**src/rtl/mactp_pkg.sv**
```systemverilog
// Package of the MAC address text parser: widths, character codes, types.
// No dependencies; imported by every file of the block but assert_macros.svh.
package mactp_pkg;

    localparam int ADDRESS_BYTES = 6;
    localparam int ADDR_W        = ADDRESS_BYTES * 8;
    localparam int COLL_W        = (ADDRESS_BYTES - 1) * 8;
    localparam int OUT_W         = 48;
    localparam int CHAR_W        = 8;
    localparam int IDX_W         = 3;
    localparam int DIGIT_W       = 4;

    localparam logic [IDX_W-1:0]  LAST_FIELD = IDX_W'(ADDRESS_BYTES - 1);
    localparam logic [7:0]        FIELD_MAX  = 8'hff;

    localparam logic [CHAR_W-1:0] CHAR_NUL     = 8'h00;
    localparam logic [CHAR_W-1:0] CHAR_COLON   = 8'h3a;
    localparam logic [CHAR_W-1:0] CHAR_ZERO    = 8'h30;
    localparam logic [CHAR_W-1:0] CHAR_NINE    = 8'h39;
    localparam logic [CHAR_W-1:0] CHAR_LOWER_A = 8'h61;
    localparam logic [CHAR_W-1:0] CHAR_LOWER_F = 8'h66;
    localparam logic [CHAR_W-1:0] CHAR_UPPER_A = 8'h41;
    localparam logic [CHAR_W-1:0] CHAR_UPPER_F = 8'h46;

    typedef struct packed {
        logic               is_hex;
        logic [DIGIT_W-1:0] digit;
        logic               is_colon;
        logic               is_nul;
    } t_char_class;

endpackage

```
**src/rtl/mactp_if.sv**
```systemverilog
// Request channels of the MAC address text parser: characters in, results out.
// Depends on mactp_pkg for the payload widths.
interface mactp_char_if import mactp_pkg::*; ();
    logic              valid;
    logic              ready;
    logic [CHAR_W-1:0] char_code;

    modport source (output valid, output char_code, input ready);
    modport sink   (input valid, input char_code, output ready);
endinterface

interface mactp_addr_if import mactp_pkg::*; ();
    logic             valid;
    logic             ready;
    logic [OUT_W-1:0] address;
    logic             ok;

    modport source (output valid, output address, output ok, input ready);
    modport sink   (input valid, input address, input ok, output ready);
endinterface

```
**src/rtl/mactp_char_decode.sv**
```systemverilog
// Character classifier: hex digit value, colon and NUL detection.
// Depends on mactp_pkg.
module mactp_char_decode import mactp_pkg::*; (
    input  logic [CHAR_W-1:0] i_char,
    output t_char_class       o_class
);

    always_comb begin
        o_class.is_hex   = 1'b0;
        o_class.digit    = '0;
        o_class.is_colon = (i_char == CHAR_COLON);
        o_class.is_nul   = (i_char == CHAR_NUL);
        if (i_char >= CHAR_ZERO && i_char <= CHAR_NINE) begin
            o_class.is_hex = 1'b1;
            o_class.digit  = DIGIT_W'(i_char - CHAR_ZERO);
        end else if (i_char >= CHAR_LOWER_A && i_char <= CHAR_LOWER_F) begin
            o_class.is_hex = 1'b1;
            o_class.digit  = DIGIT_W'(i_char - CHAR_LOWER_A + 8'd10);
        end else if (i_char >= CHAR_UPPER_A && i_char <= CHAR_UPPER_F) begin
            o_class.is_hex = 1'b1;
            o_class.digit  = DIGIT_W'(i_char - CHAR_UPPER_A + 8'd10);
        end
    end

endmodule

```
**src/rtl/mac_address_text_parser.sv**
```systemverilog
// Parses colon-separated hex address text, one character per request, and
// emits one result per parse: the stored address and a success flag. A
// character is accepted every cycle while the result side keeps up; each
// one passes an input register, then one update of the parse state, and its
// result, if any, is loaded into the output register with that update.
// Depends on mactp_pkg, mactp_if and mactp_char_decode.
module mac_address_text_parser import mactp_pkg::*; (
    input  logic         i_clk,
    input  logic         i_rst_n,
    mactp_char_if.sink   i_char,
    mactp_addr_if.source o_addr
);

    logic              r_in_valid;
    logic [CHAR_W-1:0] r_char;

    logic [IDX_W-1:0]  r_field_index, n_field_index;
    logic [7:0]        r_field_value, n_field_value;
    logic              r_too_big, n_too_big;
    logic [COLL_W-1:0] r_collected, n_collected;
    logic              r_wait, n_wait;
    logic [ADDR_W-1:0] r_stored, n_stored;

    logic              r_out_valid;
    logic [OUT_W-1:0]  r_out_addr;
    logic              r_out_ok;

    t_char_class       char_class;
    logic              advance;
    logic              step;
    logic              emit;
    logic              emit_ok;
    logic [11:0]       next_value;

    mactp_char_decode u_decode (
        .i_char  (r_char),
        .o_class (char_class)
    );

    assign advance      = !r_out_valid || o_addr.ready;
    assign step         = r_in_valid && advance;
    assign i_char.ready = !r_in_valid || advance;
    assign next_value   = {r_field_value, char_class.digit};

    always_comb begin
        n_field_index = r_field_index;
        n_field_value = r_field_value;
        n_too_big     = r_too_big;
        n_collected   = r_collected;
        n_wait        = r_wait;
        n_stored      = r_stored;
        emit          = 1'b0;
        emit_ok       = 1'b0;
        if (step) begin
            if (r_wait) begin
                if (char_class.is_nul) begin
                    n_wait = 1'b0;
                end
            end else if (char_class.is_hex) begin
                // Saturate at the field limit; the flag stays set for the whole parse.
                if (r_too_big || next_value[11:8] != 4'd0) begin
                    n_too_big     = 1'b1;
                    n_field_value = FIELD_MAX;
                end else begin
                    n_field_value = next_value[7:0];
                end
            end else if (r_field_index < LAST_FIELD && char_class.is_colon) begin
                n_collected   = (r_collected << 8) | COLL_W'(r_field_value);
                n_field_index = r_field_index + IDX_W'(1);
                n_field_value = '0;
            end else begin
                emit = 1'b1;
                if (r_field_index >= LAST_FIELD && !r_too_big) begin
                    emit_ok  = 1'b1;
                    n_stored = {r_collected, r_field_value};
                end
                n_field_index = '0;
                n_field_value = '0;
                n_too_big     = 1'b0;
                n_collected   = '0;
                n_wait        = !char_class.is_nul;
            end
        end
    end

    always_ff @(posedge i_clk) begin
        if (!i_rst_n) begin
            r_in_valid    <= 1'b0;
            r_field_index <= '0;
            r_field_value <= '0;
            r_too_big     <= 1'b0;
            r_collected   <= '0;
            r_wait        <= 1'b0;
            r_stored      <= '0;
            r_out_valid   <= 1'b0;
        end else begin
            if (i_char.ready) begin
                r_in_valid <= i_char.valid;
            end
            r_field_index <= n_field_index;
            r_field_value <= n_field_value;
            r_too_big     <= n_too_big;
            r_collected   <= n_collected;
            r_wait        <= n_wait;
            r_stored      <= n_stored;
            if (advance) begin
                r_out_valid <= emit;
            end
        end
    end

    always_ff @(posedge i_clk) begin
        if (i_char.valid && i_char.ready) begin
            r_char <= i_char.char_code;
        end
        if (emit) begin
            r_out_addr <= OUT_W'(n_stored);
            r_out_ok   <= emit_ok;
        end
    end

    assign o_addr.valid   = r_out_valid;
    assign o_addr.address = r_out_addr;
    assign o_addr.ok      = r_out_ok;

endmodule

```
**src/flat_wrapper.sv**
```systemverilog
// flat-port wrapper written by rule: the top's interface ports become plain ports
module mac_address_text_parser_flat import mactp_pkg::*;
  (i_clk, i_rst_n, i_char_valid, i_char_char_code, i_char_ready, o_addr_valid, o_addr_address, o_addr_ok, o_addr_ready);
  mactp_char_if i_char_i ();
  mactp_addr_if o_addr_i ();
  input  logic i_clk;
  input  logic i_rst_n;
  input wire logic [$bits(i_char_i.valid)-1:0] i_char_valid;
  input wire logic [$bits(i_char_i.char_code)-1:0] i_char_char_code;
  output wire logic [$bits(i_char_i.ready)-1:0] i_char_ready;
  output wire logic [$bits(o_addr_i.valid)-1:0] o_addr_valid;
  output wire logic [$bits(o_addr_i.address)-1:0] o_addr_address;
  output wire logic [$bits(o_addr_i.ok)-1:0] o_addr_ok;
  input wire logic [$bits(o_addr_i.ready)-1:0] o_addr_ready;
  assign i_char_i.valid = i_char_valid;
  assign i_char_i.char_code = i_char_char_code;
  assign i_char_ready = i_char_i.ready;
  assign o_addr_valid = o_addr_i.valid;
  assign o_addr_address = o_addr_i.address;
  assign o_addr_ok = o_addr_i.ok;
  assign o_addr_i.ready = o_addr_ready;
  mac_address_text_parser u_core (.i_clk(i_clk), .i_rst_n(i_rst_n), .i_char(i_char_i), .o_addr(o_addr_i));
endmodule
```
**config.mk**
```make
export PLATFORM = sky130hd
export DESIGN_NAME = mac_address_text_parser_flat
export DESIGN_NICKNAME = d
export VERILOG_FILES = /design/src/rtl/mactp_pkg.sv /design/src/rtl/mactp_if.sv /design/src/rtl/mactp_char_decode.sv /design/src/rtl/mac_address_text_parser.sv /design/src/flat_wrapper.sv
export SDC_FILE = /design/constraint.sdc
export NUM_CORES = 1
export LEC_CHECK = 0
export BUFFER_PORTS_ARGS = -buffer_cell sky130_fd_sc_hd__buf_2
export CAP_MARGIN = 20
export CORE_MARGIN = 2
export CORE_UTILIZATION = 39
export DETAILED_ROUTE_END_ITERATION = 10
export GPL_TIMING_DRIVEN = 0
export PLACE_DENSITY = 0.55
export REMOVE_ABC_BUFFERS = 1
export SLEW_MARGIN = 20
export SYNTH_ARGS = -nofsm -noshare
export SYNTH_HDL_FRONTEND = slang
export SYNTH_SLANG_ARGS = --single-unit
export TNS_END_PERCENT = 1
```
**constraint.sdc**
```tcl
create_clock -name i_clk -period 5.73 [get_ports i_clk]
set_clock_uncertainty 0.15 [all_clocks]
set_input_delay 0.2865 -clock i_clk [delete_from_list [all_inputs] [get_ports i_clk]]
set_output_delay 0.2865 -clock i_clk [all_outputs]
set_load 0.02 [all_outputs]
```
* After elaboration in Yosys (flattened, before gate mapping)
Index checks and enable logic that the tools add are counted.
** Operators by class
- Add/sub/neg operators :: 6
- Magnitude comparators :: 8
- Equal/unequal tests :: 3
- Muxes and demuxes :: 24
- Bitwise logic cells :: 4
- Reduce and logical (&&, ||, !) cells :: 20
** Operators with widths (count)
- $mux W48 :: 5
- $mux W40 :: 1
- $or A40 B8 Y40 :: 1
- $ge A8 B7 Y1 const B :: 2
- $le A8 B7 Y1 const B :: 2
- $mux W8 :: 2
- $mux W5 :: 3
- $mux W1 :: 12
- $sub A4 B1 Y4 const B :: 3
- $add A4 B4 Y4 const B :: 2
- $eq A8 B6 Y1 const B :: 1
- $ge A8 B6 Y1 const B :: 1
- $le A8 B6 Y1 const B :: 1
- $logic_not A8 Y1 :: 1
- $logic_and A1 B1 Y1 :: 7
- $logic_not A1 Y1 :: 4
- $reduce_and A4 Y1 :: 1
- $reduce_bool A4 Y1 :: 1
- $reduce_or A4 Y1 :: 1
- $add A3 B1 Y3 const B :: 1
- $ge A3 B3 Y1 const B :: 1
- $logic_or A1 B1 Y1 :: 3
- $lt A3 B3 Y1 const B :: 1
- $mux W3 :: 1
- 5 further kinds :: 7
** Storage, ports and cells
- Flip-flop bits (word level) :: 160
- Input port bits :: 12
- Output and inout bits :: 51
- Logic and storage cells :: 76

* Longest topological paths before layout
Gate-level depths: netlist of the first run.
- Depth after elaboration :: 8
- Depth in mapped cells :: 10
- Depth with buffers taken out :: 7

* Hierarchy
A second synthesis of the first run with hierarchy kept.
** Unflattened totals
- Cell total of the unflattened synthesis :: 550
- Area total of the unflattened synthesis :: 6517.5 um^2
** By module, submodules not included
- mac_address_text_parser :: times used 1, cells each 521, area an instance 6296.0 um^2, sequential area each 3773.6 um^2
- mactp_char_decode :: times used 1, cells each 29, area an instance 221.5 um^2, sequential area each 0.0 um^2

* Least setup slack after synthesis of the first run
No wires, ideal clock.
- Path kind :: flip-flop to flip-flop
- From :: register u_core.r_char[0]
- To :: register u_core.r_out_addr[0], in the netlist u_core.o_addr.address[0] (enable)
- Setup time :: 0.518 ns
- Arrival :: 4.843 ns
- Data required time :: 5.062 ns
- Setup slack :: 0.219 ns
- Stages on the path, launching flop included :: 8
- Path buffers :: 1
- Clock period less this slack :: 5.511 ns
- Cells stage by stage :: edfxtp_1 > inv_1 > ha_1 > o21bai_1 > a21oi_1 > a21o_1 > clkbuf_1 > nor3_1
** On the way
- Word-level cells in the longest chain between the ends :: 8
- Elaborated cells on any way between the ends :: 18
- Classes of those cells :: 6 x order compare; 1 x eq/ne; 7 x mux; 4 x reduce/logical
** RTL lines
- from (decl) :: line mac_address_text_parser.sv:15 : logic [CHAR_W-1:0] r_char;
- from (signal assigned) :: line mac_address_text_parser.sv:114 : r_char <= i_char.char_code;
- $ge A8 B7 Y1 or $le A8 B7 Y1 (tied branches) :: line mactp_char_decode.sv:19 : end else if (i_char >= CHAR_UPPER_A && i_char <= CHAR_UPPER_F) begin
- $logic_and A1 B1 Y1 :: line mactp_char_decode.sv:19
- $mux W5 :: line mactp_char_decode.sv:19
- $mux W5 :: line mactp_char_decode.sv:16 : end else if (i_char >= CHAR_LOWER_A && i_char <= CHAR_LOWER_F) begin
- $mux W5 :: line mactp_char_decode.sv:13 : if (i_char >= CHAR_ZERO && i_char <= CHAR_NINE) begin
- $mux W1 (*) :: line mac_address_text_parser.sv:59 : end else if (char_class.is_hex) begin
- $mux W1 (*) :: line mac_address_text_parser.sv:55 : if (r_wait) begin
- $mux W1 (*) :: line mac_address_text_parser.sv:54 : if (step) begin
- net u_core.emit :: line mac_address_text_parser.sv:31 : logic emit;
- to (signal assigned) :: line mac_address_text_parser.sv:117 : r_out_addr <= OUT_W'(n_stored);
- to (decl) :: line mac_address_text_parser.sv:25 : logic [OUT_W-1:0] r_out_addr;
Mark *: on every way through the listed nets, which the timed path passes. The rest lies on a longest branch.
A chain may end at the register's enable or synchronous reset.

* Worst setup path after layout of the first run
- From :: register u_core.r_char[0]
- To :: register u_core.r_out_addr[39], in the netlist u_core.o_addr.address[39] (data pin)
** On the way
- Word-level cells in the longest chain between the ends :: 8
- Elaborated cells on any way between the ends :: 18
- Classes of those cells :: 6 x order compare; 1 x eq/ne; 7 x mux; 4 x reduce/logical
** RTL lines
- $ge A8 B7 Y1 or $le A8 B7 Y1 (tied branches) :: line mactp_char_decode.sv:19
- $logic_and A1 B1 Y1 :: line mactp_char_decode.sv:19
- $mux W5 :: line mactp_char_decode.sv:19
- $mux W5 :: line mactp_char_decode.sv:16
- $mux W5 :: line mactp_char_decode.sv:13
- $mux W48 (*) :: line mac_address_text_parser.sv:59
- $mux W48 (*) :: line mac_address_text_parser.sv:55
- $mux W48 (*) :: line mac_address_text_parser.sv:54
- net u_core.n_stored[39] :: line mac_address_text_parser.sv:22 : logic [ADDR_W-1:0] r_stored, n_stored;
Marked as above.

==> flow_metrics.env, run 1 <==
export IMPL_status="finished, final reports clean"
export IMPL_critPathKind="reg -> reg"
export IMPL_synth_top_area_cell="dfxtp_1"
export IMPL_finalSetupViolCount=0
export IMPL_syn_inst=607
export IMPL_clk_path_buf_depth=2
export IMPL_synth_seq_cells=160
export IMPL_worst_path_buf_inv=3
export IMPL_grt_setup_unrepaired="false"
export IMPL_yosysMostFrequentCell="nand2_1"
export IMPL_dp_cells=864
export IMPL_cp_end_kind="flip-flop"
export IMPL_syn_cell_area_mm2=0.00673
export IMPL_slew_headroom_pct=49.7
export IMPL_ant_nets=0
export IMPL_portBuffers=62
export IMPL_design_portCount=63
export IMPL_cp_required_ns=5.75
export IMPL_h_tree_depth=4
export IMPL_wl_per_cell_um=14.5
export IMPL_critPathTopFamily="compound AO/OA/AOI/OAI gates"
export IMPL_overflow=0
export IMPL_cp_start_kind="flip-flop"
export IMPL_grt_pass1_vias=4500
export IMPL_clk_pin_slew_ns=0.06
export IMPL_vias=4593
export IMPL_power_total_mw=2.49
export IMPL_final_cells=905
export IMPL_cts_tree="done"
export IMPL_place_hpwl_um=8090
export IMPL_synth_top_area_share_pct=30.7
export IMPL_synth_cell_types=37
export IMPL_cts_root_buffer="clkbuf_16"
export IMPL_grt_max_degree=86
export IMPL_tightest_slew_ns=0.753
export IMPL_holdWs_ns=0.116
export IMPL_die_h_um=135
export IMPL_irDropWorstVdd_v=0.000224
export IMPL_layout_worst_path_cycle_share_pct=67.2
export IMPL_clock_latency_ns=0.42
export IMPL_track_usage_pct=15.1
export IMPL_setup_worst_path_start="u_core.r_char[0]"
export IMPL_drt_pass1_iterations=4
export IMPL_crit_arrival_ns=3.87
export IMPL_yosysWarnings=0
export IMPL_fin_area_mm2=0.00803
export IMPL_post_route_min_period_ns=3.85
export IMPL_fillCellCount=1591
export IMPL_m1WireLength_um=6030
export IMPL_wl_met2_um=6340
export IMPL_viasPerCell=5.08
export IMPL_synthTopCellsByCount="nand2_1 (111), dfxtp_1 (103), edfxtp_1 (57)"
export IMPL_cts_setup_buffers=0
export IMPL_rows=48
export IMPL_crit_path_max_incr_delay_ns=0.64
export IMPL_syn_to_final_growth_pct=19.3
export IMPL_setup_slack_ns=1.88
export IMPL_synth_async_sr_flop_share_pct=0
export IMPL_drive_gt1_share_pct=23.2
export IMPL_fmax_mhz=260
export IMPL_leakagePower_nw=2.71
export IMPL_fin_tns_setup_ns=0
export IMPL_cts_buffers=17
export IMPL_hp_start="o_addr_ready"
export IMPL_start_util_pct=39.4
export IMPL_place_ws_ns=1.85
export IMPL_min_delay_path_class="in -> reg"
export IMPL_antenna_found_initial=0
export IMPL_maxCapViolations=0
export IMPL_synthFlopType="dfxtp_1"
export IMPL_ctsResizeCount=0
export IMPL_top_layer_used="met4"
export IMPL_die_width_um=135
export IMPL_cp_max_fo=40
export IMPL_wl_um=13100
export IMPL_dr_wl_met3_um=550
export IMPL_antenna_cells=0
export IMPL_placed_area_mm2=0.00733
export IMPL_crit_chain="inv_1 -> ha_1 -> o21bai_1 -> a21oi_1 -> a211oi_4 -> buf_6 -> and4bb_4 -> buf_12 -> mux2_2"
export IMPL_r2r_start="u_core.r_char[0]"
export IMPL_synth_edf_count=57
export IMPL_report_final_slew_viol_count=0
export IMPL_synth_area_leaders="dfxtp_1 (31%), edfxtp_1 (25%), mux2i_1 (7.1%)"
export IMPL_gp_congestion=0.773
export IMPL_core_mm2=0.0171
export IMPL_worst_path_max_delay_cell="a211oi_4"
export IMPL_hold_viol=0
export IMPL_fp_dieArea_mm2=0.0183
export IMPL_seq_area_frac_synth_pct=56.1
export IMPL_grt_pass1_wl_um=21900
export IMPL_drc=0
export IMPL_pwr_density_cell_mw_per_mm2=311
export IMPL_cts_num_sinks=160
export IMPL_post_route_util_pct=47.1
export IMPL_drt_iter0_drc=408
export IMPL_postSynthAreaPerCell_um2=11.1
export IMPL_num_nets_final=686
[worst paths after layout]
kind,end,slack (ns),depth (start not counted)
worst max-delay path,u_core.o_addr.address[39],1.88,9
worst min-delay path,u_core.o_addr.valid,0.12,3
worst max register to register,u_core.o_addr.address[39],1.88,9
worst min register to register,u_core.r_stored[4],0.30,2
[layout by cell type (no fill, tap or decap), drive strengths merged, types with 4 or more instances in the layout]
cell type      n
clkbuf        18
o22ai          5
nor3           4
o21ai         43
inv            5
o211ai         5
dfxtp        103
a21oi          4
nand3         42
ha             7
buf           78
mux2i         48
a211oi         4
clkinv         5
mux2          48
edfxtp        57
dlygate4sd3    9
clkinvlp       4
a21boi        47
nand2        111
[sequential cells by signal (all words and copies together) (netlist names), 3 cells and up]
name / count
u_core.r_char: 8
u_core.r_collected: 40
u_core.r_field_index: 3
u_core.o_addr.address: 48
u_core.r_stored: 48
u_core.r_field_value: 8
[routing by layer]
layer | vias to the layer above | global-route usage, %
met4 | 0 | 6.08
met5 | - | 0
met3 | 18 | 3.18
met1 | 2210 | 19.6
met2 | 93 | 24.5
li1 | 2272 | -
[power by group]
group          total (mW)  internal (mW)  switching (mW)
registers            1.21           1.20          0.0105
clock network        1.15          0.695           0.451
logic               0.138         0.0471          0.0912
total                2.49           1.94           0.553
[area by class of cell]
type / count / area, um^2 / area share [%]
multi-input cells: 398 / 2710 / 33.8
flip-flops and latches: 160 / 3770 / 47.0
clock inverters: 14 / 164 / 2.04
inverters: 3 / 11.3 / 0.140
repair buffers: 87 / 646 / 8.04
clock buffers: 18 / 439 / 5.47
well taps: 225 / 282 / 3.51
[logic make-up (layout without fill, tap and decap cells)]
group                      after synthesis  count (layout)  share of synthesized area, %
buffers and inverters                   49             122                          3.91
DFF                                    160             160                          56.1
muxes                                   96              96                          15.2
and+or+nand+nor                        177             177                          11.9
AOI/OAI and AO/OA                      117             117                          11.5
adders and majority gates                7               7                          1.30
xor gates and xnor gates                 1               1                         0.130
[timing repair]
action	4_1_cts	5_1_grt
hold endpoints to repair	9	0
endpoints found under the setup margin	0	0
hold buffers	9	0
[worst min-delay path: stages]
cell	delay (ns)
buf_2	0.09
nor2b_1	0.07
o21a_1	0.19
No activity file was read; power rests on OpenSTA's default activity.
==> run 2: changes to the inputs <==
PLACE_DENSITY = 0.53   (was 0.55)
clock period = 4 ns   (was 5.73 ns; I/O delays follow)
==> run 2 against run 1 <==
Net effect: sequential power rose by 44%; non-clock buffer count rose by 3; critical path depth did not move; flip-flop and latch count did not move; clock power rose by 53%; worst hold slack improved by 0.19 ns; first-iteration DRC count fell by 25%; wire length rose by 0.15%; critical endpoint is now u_core.o_addr.address[10].
==> flow_metrics.env, run 2 (synthesized netlist as in run 1, its figures left out) <==
export IMPL_hold_viol=0
export IMPL_grt_max_degree=113
export IMPL_place_ws_ns=0.387
export IMPL_clk_path_buf_depth=2
export IMPL_hp_start="u_core.r_stored[2]"
export IMPL_drive_gt1_share_pct=23.1
export IMPL_drt_iter0_drc=304
export IMPL_ant_nets=0
export IMPL_viasPerCell=5.04
export IMPL_cts_num_sinks=160
export IMPL_grtUsageMet1_pct=19.4
export IMPL_leakagePower_nw=2.74
export IMPL_maxCapViolations=0
export IMPL_cp_end_kind="flip-flop"
export IMPL_antenna_found_initial=0
export IMPL_cp_max_fo=43
export IMPL_post_route_util_pct=47.5
export IMPL_layout_worst_path_cycle_share_pct=90.0
export IMPL_status="finished, final reports clean"
export IMPL_grt_setup_unrepaired="false"
export IMPL_min_to="u_core.r_stored[2]"
export IMPL_portBuffers=62
export IMPL_min_delay_path_class="reg -> reg"
export IMPL_vias=4578
export IMPL_drt_pass1_iterations=5
export IMPL_h_tree_depth=4
export IMPL_cp_required_ns=4.01
export IMPL_wl_um=13100
export IMPL_critPathKind="reg -> reg"
export IMPL_clock_latency_ns=0.42
export IMPL_layout_common_cells="nand2_1 (111), dfxtp_1 (103), buf_2 (61)"
export IMPL_setup_slack_ns=0.400
export IMPL_report_final_slew_viol_count=0
export IMPL_post_route_min_period_ns=3.60
export IMPL_drc=0
export IMPL_place_hpwl_um=8120
export IMPL_wl_per_cell_um=14.5
export IMPL_finalSetupViolCount=0
export IMPL_grt_util_met2_pct=24.3
export IMPL_die_h_um=135
export IMPL_design_portCount=63
export IMPL_track_usage_pct=14.9
export IMPL_fp_dieArea_mm2=0.0183
export IMPL_syn_to_final_growth_pct=20.4
export IMPL_holdPathStages=2
export IMPL_tightest_slew_ns=0.625
export IMPL_overflow=0
export IMPL_num_nets_final=689
export IMPL_r2r_start="u_core.r_char[0]"
export IMPL_fmax_mhz=278
export IMPL_cts_root_buffer="clkbuf_16"
export IMPL_power_total_mw=3.70
export IMPL_die_width_um=135
export IMPL_cts_tree="done"
export IMPL_r2r_end="u_core.o_addr.address[10]"
export IMPL_grt_use_met3_pct=2.88
export IMPL_placed_area_mm2=0.00734
export IMPL_fin_area_mm2=0.00810
export IMPL_clk_pin_slew_ns=0.06
export IMPL_grt_pass1_wl_um=21700
export IMPL_antenna_cells=0
export IMPL_slew_headroom_pct=58.1
export IMPL_gp_congestion=0.744
export IMPL_pwr_density_cell_mw_per_mm2=457
export IMPL_grt_pass1_vias=4426
export IMPL_rows=48
export IMPL_r2r_cells=9
export IMPL_crit_arrival_ns=3.61
export IMPL_irDropWorstVdd_v=0.000304
export IMPL_cts_setup_buffers=0
export IMPL_start_util_pct=39.4
export IMPL_top_usage_layer="met2"
export IMPL_cp_start_kind="flip-flop"
export IMPL_reg2reg_slack_ns=0.40
export IMPL_layout_commonest_cell="nand2_1"
export IMPL_final_cells=908
export IMPL_dp_cells=865
export IMPL_core_mm2=0.0171
export IMPL_cts_buffers=17
## run 2: cell types whose count changed in the layout (fill, tap and decap cells not counted), sizes merged
cell	before	now
inv	5	6
clkinv	5	3
clkinvlp	4	3
buf	78	79
bufinv	3	5
dlygate4sd3	9	11
## run 2: worst max path at each step
stage | slack (ns) | end | cells past startpoint | startpoint
4_1_cts | 0.38 | u_core.o_addr.address[10] | 9 | u_core.r_char[0]
5_1_grt | 0.20 | u_core.o_addr.address[10] | 9 | u_core.r_char[0]
2_1_floorplan | -2.26 | u_core.o_addr.address[10] | 5 | u_core.o_addr.valid
3_3_place_gp | -5.60 | u_core.o_addr.address[14] | 6 | u_core.r_char[0]
3_5_place_dp | 0.39 | u_core.o_addr.address[10] | 9 | u_core.r_char[0]
6_report | 0.40 | u_core.o_addr.address[10] | 9 | u_core.r_char[0]
## run 2: layer usage
layer  routed length [um]  part of all wire [%]  vias to the layer above
li1                     -                     -                     2291
met4                  138                   1.0                        0
met1                 6370                    48                     2174
met2                 6070                    46                      102
met3                  574                   4.4                       11
met5                    0                     0                        -
## run 2: worst max-delay path: stages (launching register included)
cell and delay (ns):
edfxtp_1 0.47, inv_1 0.12, ha_1 0.23, o21bai_1 0.17, a21oi_1 0.22, a211oi_4 0.44
buf_8 0.22, and4bb_4 0.59, buf_16 0.31, mux2_2 0.39
## run 2: what timing repair did
action,in CTS,in global routing
hold buffers,11,0
resized for setup,0,0
hold endpoints to repair,14,0
## run 2: final cells by class
type | count | area [um^2]
fill | 1588 | 8960
sequential | 160 | 3770
multi-input combinational | 398 | 2710
timing repair buffer | 90 | 677
clock buffer | 18 | 429
tap | 225 | 282
clock inverter | 14 | 211
inverter | 3 | 11.3
## run 2: through the flow
stage | hold WS (ns) | setup TNS, ns
2_1_floorplan | 0.149 | -289.32
3_3_place_gp | 0.226 | -781.14
4_1_cts | 0.307 | 0
6_report | 0.305 | 0
5_1_grt | 0.322 | 0
3_5_place_dp | 0.228 | 0
## run 2: power by group
group	switching, mW	total, mW	internal, mW
Sequential	0.0160	1.74	1.72
Combinational	0.132	0.202	0.0704
Clock	0.655	1.76	1.11
==> run 3: changes to the inputs <==
BUFFER_PORTS_ARGS = unset   (was -buffer_cell sky130_fd_sc_hd__buf_2)
DONT_BUFFER_PORTS = 1   (was unset)
PLACE_DENSITY = 0.5   (was 0.53)
==> run 3 against run 2 <==
Net effect: count of clock-buffer cells in the layout rose by 1; flip-flop and latch count did not move; worst hold slack got worse by 0.24 ns; wire length rose by 0.17%; sequential power rose by 2%; cell count fell by 6.8%; design area fell by 4.6%; global-route usage rose by 0.081 points; maximum frequency fell by 2.2%; power fell by 5.6%; via count fell by 5.3%; register-to-register slack got worse by 0.08 ns; critical path type unchanged.
==> flow_metrics.env, run 3 (synthesized netlist as in run 1, its figures left out) <==
export IMPL_p_comb_share_pct=3.7
export IMPL_switching_power_mw=0.757
export IMPL_h_tree_depth=4
export IMPL_layout_common_cells="nand2_1 (111), dfxtp_1 (103), edfxtp_1 (57)"
export IMPL_grt_max_degree=152
export IMPL_overflow=0
export IMPL_slew_headroom_pct=55.8
export IMPL_worst_path_buf_inv=3
export IMPL_vias=4336
export IMPL_layout_worst_path_cycle_share_pct=92.0
export IMPL_internal_power_mw=2.74
export IMPL_seq_power_share_pct=50.9
export IMPL_clk_path_buf_depth=2
export IMPL_portBuffers=0
export IMPL_hold_buffers=12
export IMPL_cts_num_sinks=160
export IMPL_hold_viol=0
export IMPL_ctsResizeCount=0
export IMPL_core_mm2=0.0171
export IMPL_r2r_start="u_core.r_char[0]"
export IMPL_num_nets_final=627
export IMPL_irDropWorstVdd_v=0.000287
export IMPL_p_sw_share_pct=21.6
export IMPL_setup_slack_ns=0.321
export IMPL_multi_input_area_mm2=0.00271
export IMPL_pwr_density_cell_mw_per_mm2=452
export IMPL_clockPowerShare_pct=45.4
export IMPL_cp_start_kind="flip-flop"
export IMPL_start_util_pct=39.4
export IMPL_setup_worst_path_start="u_core.r_char[0]"
export IMPL_design_portCount=63
export IMPL_ant_nets=0
export IMPL_post_route_min_period_ns=3.68
export IMPL_holdWs_ns=0.0616
export IMPL_syn_to_final_growth_pct=14.9
export IMPL_antenna_cells=0
export IMPL_power_total_mw=3.50
export IMPL_fp_dieArea_mm2=0.0183
export IMPL_cp_max_fo=41
export IMPL_tightest_slew_ns=0.660
export IMPL_min_delay_path_class="in -> reg"
export IMPL_finalSetupViolCount=0
export IMPL_leakagePower_nw=2.49
export IMPL_drc=0
export IMPL_drt_iter0_drc=281
export IMPL_viasPerCell=5.13
export IMPL_dp_cells=802
export IMPL_cts_setup_buffers=0
export IMPL_cp_required_ns=4.00
export IMPL_seqCellArea_mm2=0.00377
export IMPL_hp_start="i_char_valid"
export IMPL_crit_path_max_incr_delay_ns=0.54
export IMPL_cts_root_buffer="clkbuf_16"
export IMPL_cp_end_kind="flip-flop"
export IMPL_critPathKind="reg -> reg"
export IMPL_crit_chain="inv_1 -> ha_1 -> o21bai_1 -> a21oi_1 -> a211oi_4 -> buf_8 -> and4bb_4 -> buf_12 -> mux2_1"
export IMPL_maxCapViolations=0
export IMPL_critPathTopFamily="compound AO/OA/AOI/OAI gates"
export IMPL_wl_per_cell_um=15.6
export IMPL_worst_path_max_delay_cell="a211oi_4"
export IMPL_place_ws_ns=0.310
export IMPL_cts_tree="done"
export IMPL_drive_gt1_share_pct=15.0
export IMPL_drt_pass1_iterations=4
export IMPL_cts_buffers=17
export IMPL_place_hpwl_um=7830
export IMPL_grt_pass1_vias=4218
export IMPL_clock_latency_ns=0.41
export IMPL_clk_pin_slew_ns=0.06
export IMPL_post_route_util_pct=45.3
export IMPL_fillCellCount=1604
export IMPL_gp_congestion=0.708
export IMPL_report_final_slew_viol_count=0
export IMPL_track_usage_pct=15.0
export IMPL_final_cells=846
export IMPL_grt_setup_unrepaired="false"
export IMPL_die_h_um=135
export IMPL_crit_arrival_ns=3.68
export IMPL_rows=48
export IMPL_die_width_um=135
export IMPL_status="finished, final reports clean"
export IMPL_fmax_mhz=272
export IMPL_grt_pass1_wl_um=21600
export IMPL_layout_commonest_cell="nand2_1"
export IMPL_wl_um=13200
export IMPL_antenna_found_initial=0
==> run 3: cell count changes in the layout (fill, tap and decap cells not counted), sizes merged <==
cell    previous run  this run
clkbuf            18        19
inv                6         3
buf               79        17
clkinv             3         7
bufinv             5         3
==> run 3: through the flow <==
stage               TNS, ns  area [um^2]
CTS                       0         7730
finish                    0         7730
global placement    -803.61         6760
detailed placement        0         7010
global route              0         7730
floorplan           -289.32         6470
==> run 3: routing by layer <==
layer	track usage, %	routed length, um	vias to the layer above
met4	4.98	93	0
met2	22.9	6260	72
met1	20.4	6460	2100
li1	-	-	2158
met5	0	0	-
met3	4.41	355	6
==> run 3: cell type report <==
class / instances / share of cell area (%)
Multi-Input combinational cell: 398 / 35.1
Clock inverter: 13 / 1.88
Tap cell: 225 / 3.64
Inverter: 3 / 0.146
Sequential cell: 160 / 48.8
Timing Repair Buffer: 28 / 4.78
Clock buffer: 19 / 5.60
==> run 3: worst register-to-register path, cell delays in order, from the launching register on <==
cell and delay, ns:
edfxtp_1 0.45, inv_1 0.12, ha_1 0.23, o21bai_1 0.19, a21oi_1 0.22, a211oi_4 0.54, buf_8 0.24, and4bb_4 0.54
buf_12 0.31, mux2_1 0.41
==> run 3: worst paths after layout <==
check                        endpoint  slack (ns)  cells past startpoint
max          u_core.o_addr.address[3]        0.32                      9
min                  u_core.r_char[4]        0.06                      1
max reg2reg  u_core.o_addr.address[3]        0.32                      9
min reg2reg        u_core.r_stored[1]        0.31                      2
==> run 3: power by group through the flow <==
stage / clock network [mW] / logic [mW] / registers (mW)
global placement: 0 / 0.0760 / 1.82
detailed placement: 0 / 0.0976 / 1.81
floorplan: 0 / 0.0526 / 1.81
finish: 1.59 / 0.129 / 1.78
CTS: 1.63 / 0.131 / 1.78
global route: 1.70 / 0.143 / 1.78
